==> config.mk <==
export PLATFORM = sky130hd
export DESIGN_NAME = flp_addr_unit
export DESIGN_NICKNAME = d
export VERILOG_FILES = /design/src/flp_pkg.sv /design/src/flp_addr_unit.sv
export SDC_FILE = /design/constraint.sdc
export NUM_CORES = 1
export LEC_CHECK = 0
export BUFFER_PORTS_ARGS = -buffer_cell sky130_fd_sc_hd__buf_4
export CAP_MARGIN = 40
export CORE_MARGIN = 1
export CORE_UTILIZATION = 52
export DETAILED_ROUTE_END_ITERATION = 16
export PLACE_DENSITY = 0.93
export RECOVER_POWER = 100
export SYNTH_ARGS = -nofsm -noshare
export SYNTH_HDL_FRONTEND = slang
export SYNTH_SLANG_ARGS = --single-unit
==> constraint.sdc <==
create_clock -name vclk -period 15.3
set_input_delay 4.59 -clock vclk [all_inputs]
set_output_delay 4.59 -clock vclk [all_outputs]
set_load 0.05 [all_outputs]
==> src/flp_pkg.sv <==
package flp_pkg;

    localparam int DEF_MAX_PAGES  = 1024;
    localparam int DEF_PAGE_SHIFT = 12;

    localparam int ADDR_W   = 32;
    localparam int COUNT_W  = 11;
    localparam int OP_W     = 2;
    localparam int STAT_W   = 2;
    localparam int CFG_IDX_W = 1;
    localparam int CFG_DATA_W = 32;

    localparam logic [COUNT_W-1:0] PAGE_COUNT_RESET = 11'd1024;

    // operation codes
    localparam logic [OP_W-1:0] OP_ALLOC = 2'd0;
    localparam logic [OP_W-1:0] OP_FREE  = 2'd1;
    localparam logic [OP_W-1:0] OP_INIT  = 2'd2;

    // status codes
    localparam logic [STAT_W-1:0] ST_OK    = 2'd0;
    localparam logic [STAT_W-1:0] ST_EMPTY = 2'd1;
    localparam logic [STAT_W-1:0] ST_RANGE = 2'd2;

    // configuration register indexes
    localparam logic [CFG_IDX_W-1:0] CFG_BASE_ADDRESS = 1'd0;
    localparam logic [CFG_IDX_W-1:0] CFG_PAGE_COUNT   = 1'd1;

endpackage

==> src/flp_addr_unit.sv <==
module flp_addr_unit #(
    parameter int PAGE_SHIFT = flp_pkg::DEF_PAGE_SHIFT,
    parameter int IW         = $clog2(flp_pkg::DEF_MAX_PAGES),
    parameter int LW         = $clog2(flp_pkg::DEF_MAX_PAGES + 1)
) (
    input  logic [flp_pkg::ADDR_W-1:0] i_base,
    input  logic [flp_pkg::ADDR_W-1:0] i_page_address,
    input  logic [LW-1:0]              i_head,
    input  logic [LW-1:0]              i_n,
    output logic [IW-1:0]              o_free_idx,
    output logic                       o_in_range,
    output logic [flp_pkg::ADDR_W-1:0] o_alloc_address
);

    logic [flp_pkg::ADDR_W-1:0] w_offset;
    logic [flp_pkg::ADDR_W-1:0] w_idx_full;

    // address to page index, offset bits below the page size dropped
    assign w_offset   = i_page_address - i_base;
    assign w_idx_full = w_offset >> PAGE_SHIFT;
    assign o_in_range = w_idx_full < flp_pkg::ADDR_W'(i_n);
    assign o_free_idx = w_idx_full[IW-1:0];

    // page index to address, wraps modulo 2^32
    assign o_alloc_address = i_base + (flp_pkg::ADDR_W'(i_head) << PAGE_SHIFT);

endmodule
==> results.md <==
- FP Rows: 24
- Hold/Removal Path Class: input pin to output port
- Largest net degree at the start of global routing: 9
- Area after DPL: about 0.0033 mm^2
- Die W: between 60 and 70 um
- RSZ-0062 raised after global routing: false
- Mean Syn Cell Area: 6.764 um^2
- Final ANT Viol Nets: 0
- Sw power: 123.4 uW
- Full die area: 0.004893 mm^2
- Final worst-path cycle share: 0.8843
- Fillers: 400
- Met2 Usage GRT: 0.5118
- VDD IR-drop max: 0.00003274 V
- Worst Path Required: between 10 and 15 ns
- Clock share of power: 0
- GRT Util Overall: 0.2751
- CP Capture Type: output port
- Crit-path max FO: 6
- CORE AREA: 0.004384 mm^2
- Tmin final: 13.53 ns
- Hold Slack: 9.556 ns
- Final instance area: 0.003187 mm^2
- Internal Power: 61.52 uW
- Port buffer count: 129
- Vias per inst: around 5.6
- GPL Wtd Cong: between 0.9 and 1
- GRT met3 Usage: 0.03175
- Die Ht: 69.95 um
- Setup bufs post-CTS: 0
- Seq/Total Area, Yosys: 0
- Most frequent cells in the layout: buf_4, inv_1, ha_1
- Syn Inst Count: 355
- DR DRC count: 0
- Dpl ws: 2.350 ns
- Max_slew headroom: 0.5578
- M1 GR Usage: 0.3357
- Static Leak: 1.641 nW
- WL/cell: 13.42 um
- FFs & Latches: 0
- DR vias: 2950
- Syn Nets: 493
- Worst setup margin: 1.770 ns
- Worst Path Arrival: 8.94 ns
- Count of final hold-check violations: 0
- Initial antenna violation count: 0
- Sw Ratio: 0.6673
- Setup TNS: 0 ns
- Ys Warns: 0
- Placed Cells: 524
- Count of pins over their slew limit: 0
- First-pass GRT wire length: 11.61 mm
- Setup violations, final: 0
- Mapped Area: ~0.0024 mm^2
- Initial Utilization: 0.5477
- Commonest non-fill, non-tap cell in the layout: buf_4
- Crit path kind: input pin to output port
- MaxCap Viol Count: 0
- Routed WL: roughly 7.0 mm
- Pwr Total: 184.9 uW
- Cts repair resizes: 0
- Synth cell types: 46
- DP HPWL: 6.277 mm
- Worst-margin pin slew: 0.6564 ns
- Sequential share of power: 0
- Layer carrying the most global-route usage: met2
- Share of layout cells above drive strength 1: 0.2055
- Outcome: complete, no violations
- Ant diodes: 0
- Area Overhead vs Synth: 32.73%
- Comb pwr share: 1.000
- Util after Layout: 0.7269
- Vias in the first global route: between 2000 and 3000
- Non-filler instance count after layout: 524
- Hold_buf cts: 0
- Congestion Overflow GR: 0
- DRT Pass-1 Iters: 4
- CP Launch Type: input pin
- Drt initial violations: between 70 and 80
- Upper clock frequency limit: 73.91 MHz
- Pwr/cell area: between 50 and 60 mW/mm^2
- Clock buf count: 0
- Final net count: 612
- Ports: around 130
- Register area: 0 um^2
[worst max-delay path, cell delays in order]
cell	delay, ns
buf_4	0.09
inv_1	0.04
ha_1	0.34
nand2_1	0.08
or3_1	0.43
o21ai_0	0.57
a21oi_1	0.25
o21bai_1	0.24
a21oi_1	0.12
xnor2_1	0.20
ha_1	0.28
a21oi_1	0.15
o221ai_1	0.16
nor3_2	0.25
nand4_1	0.13
a311o_1	0.38
nor4_2	0.15
clkbuf_1	0.49
[Yosys cell counts (all sizes together) (8+ instances only)]
| library cell | count | share of area |
|---|---|---|
| nand3 | 13 | 0.027 |
| buf | 12 | 0.038 |
| o21ai | 25 | 0.054 |
| xor2 | 8 | 0.032 |
| ha | 51 | 0.27 |
| xnor2 | 22 | 0.080 |
| a21oi | 40 | 0.087 |
| nor2 | 21 | 0.033 |
| a211oi | 8 | 0.025 |
| inv | 54 | 0.084 |
| nand2 | 26 | 0.041 |
| a21o | 8 | 0.025 |
[final timing paths]
path,from,endpoint,slack [ns],cells after the start
worst max-delay path,i_base[11],o_in_range,1.77,18
worst min-delay path,i_base[25],o_alloc_address[25],9.56,3
[power by group through the flow]
stage / Sequential, mW / Clock, mW / Combinational [mW]
global route: 0 / 0 / 0.200
floorplan: 0 / 0 / 0.138
detailed placement: 0 / 0 / 0.197
CTS: 0 / 0 / 0.198
finish: 0 / 0 / 0.185
global placement: 0 / 0 / 0.193
[kinds of logic after synthesis]
family	Yosys count	synth area share
XOR/XNOR	30	0.1126
multiplexers	2	0.008338
AO/OA/AOI/OAI	106	0.2746
AND/OR/NAND/NOR	99	0.2085
buffers and inverters	66	0.1219
adder cells (fa/ha/maj)	52	0.2741
[cell type report]
cell class / instances / area (um^2) / area share
timing repair buffer: 129 / 814.5 / 0.2556
tap: 52 / 65.06 / 0.02042
inverter: 54 / 202.7 / 0.06360
multi-input combinational: 289 / 2105 / 0.6604
[per-layer routing]
metal	up-vias	part of all wire
met1	1302	0.41
li1	1505	-
met4	0	0.019
met3	17	0.070
met5	-	0
met2	126	0.50
Power figures use the tool's default switching activity.
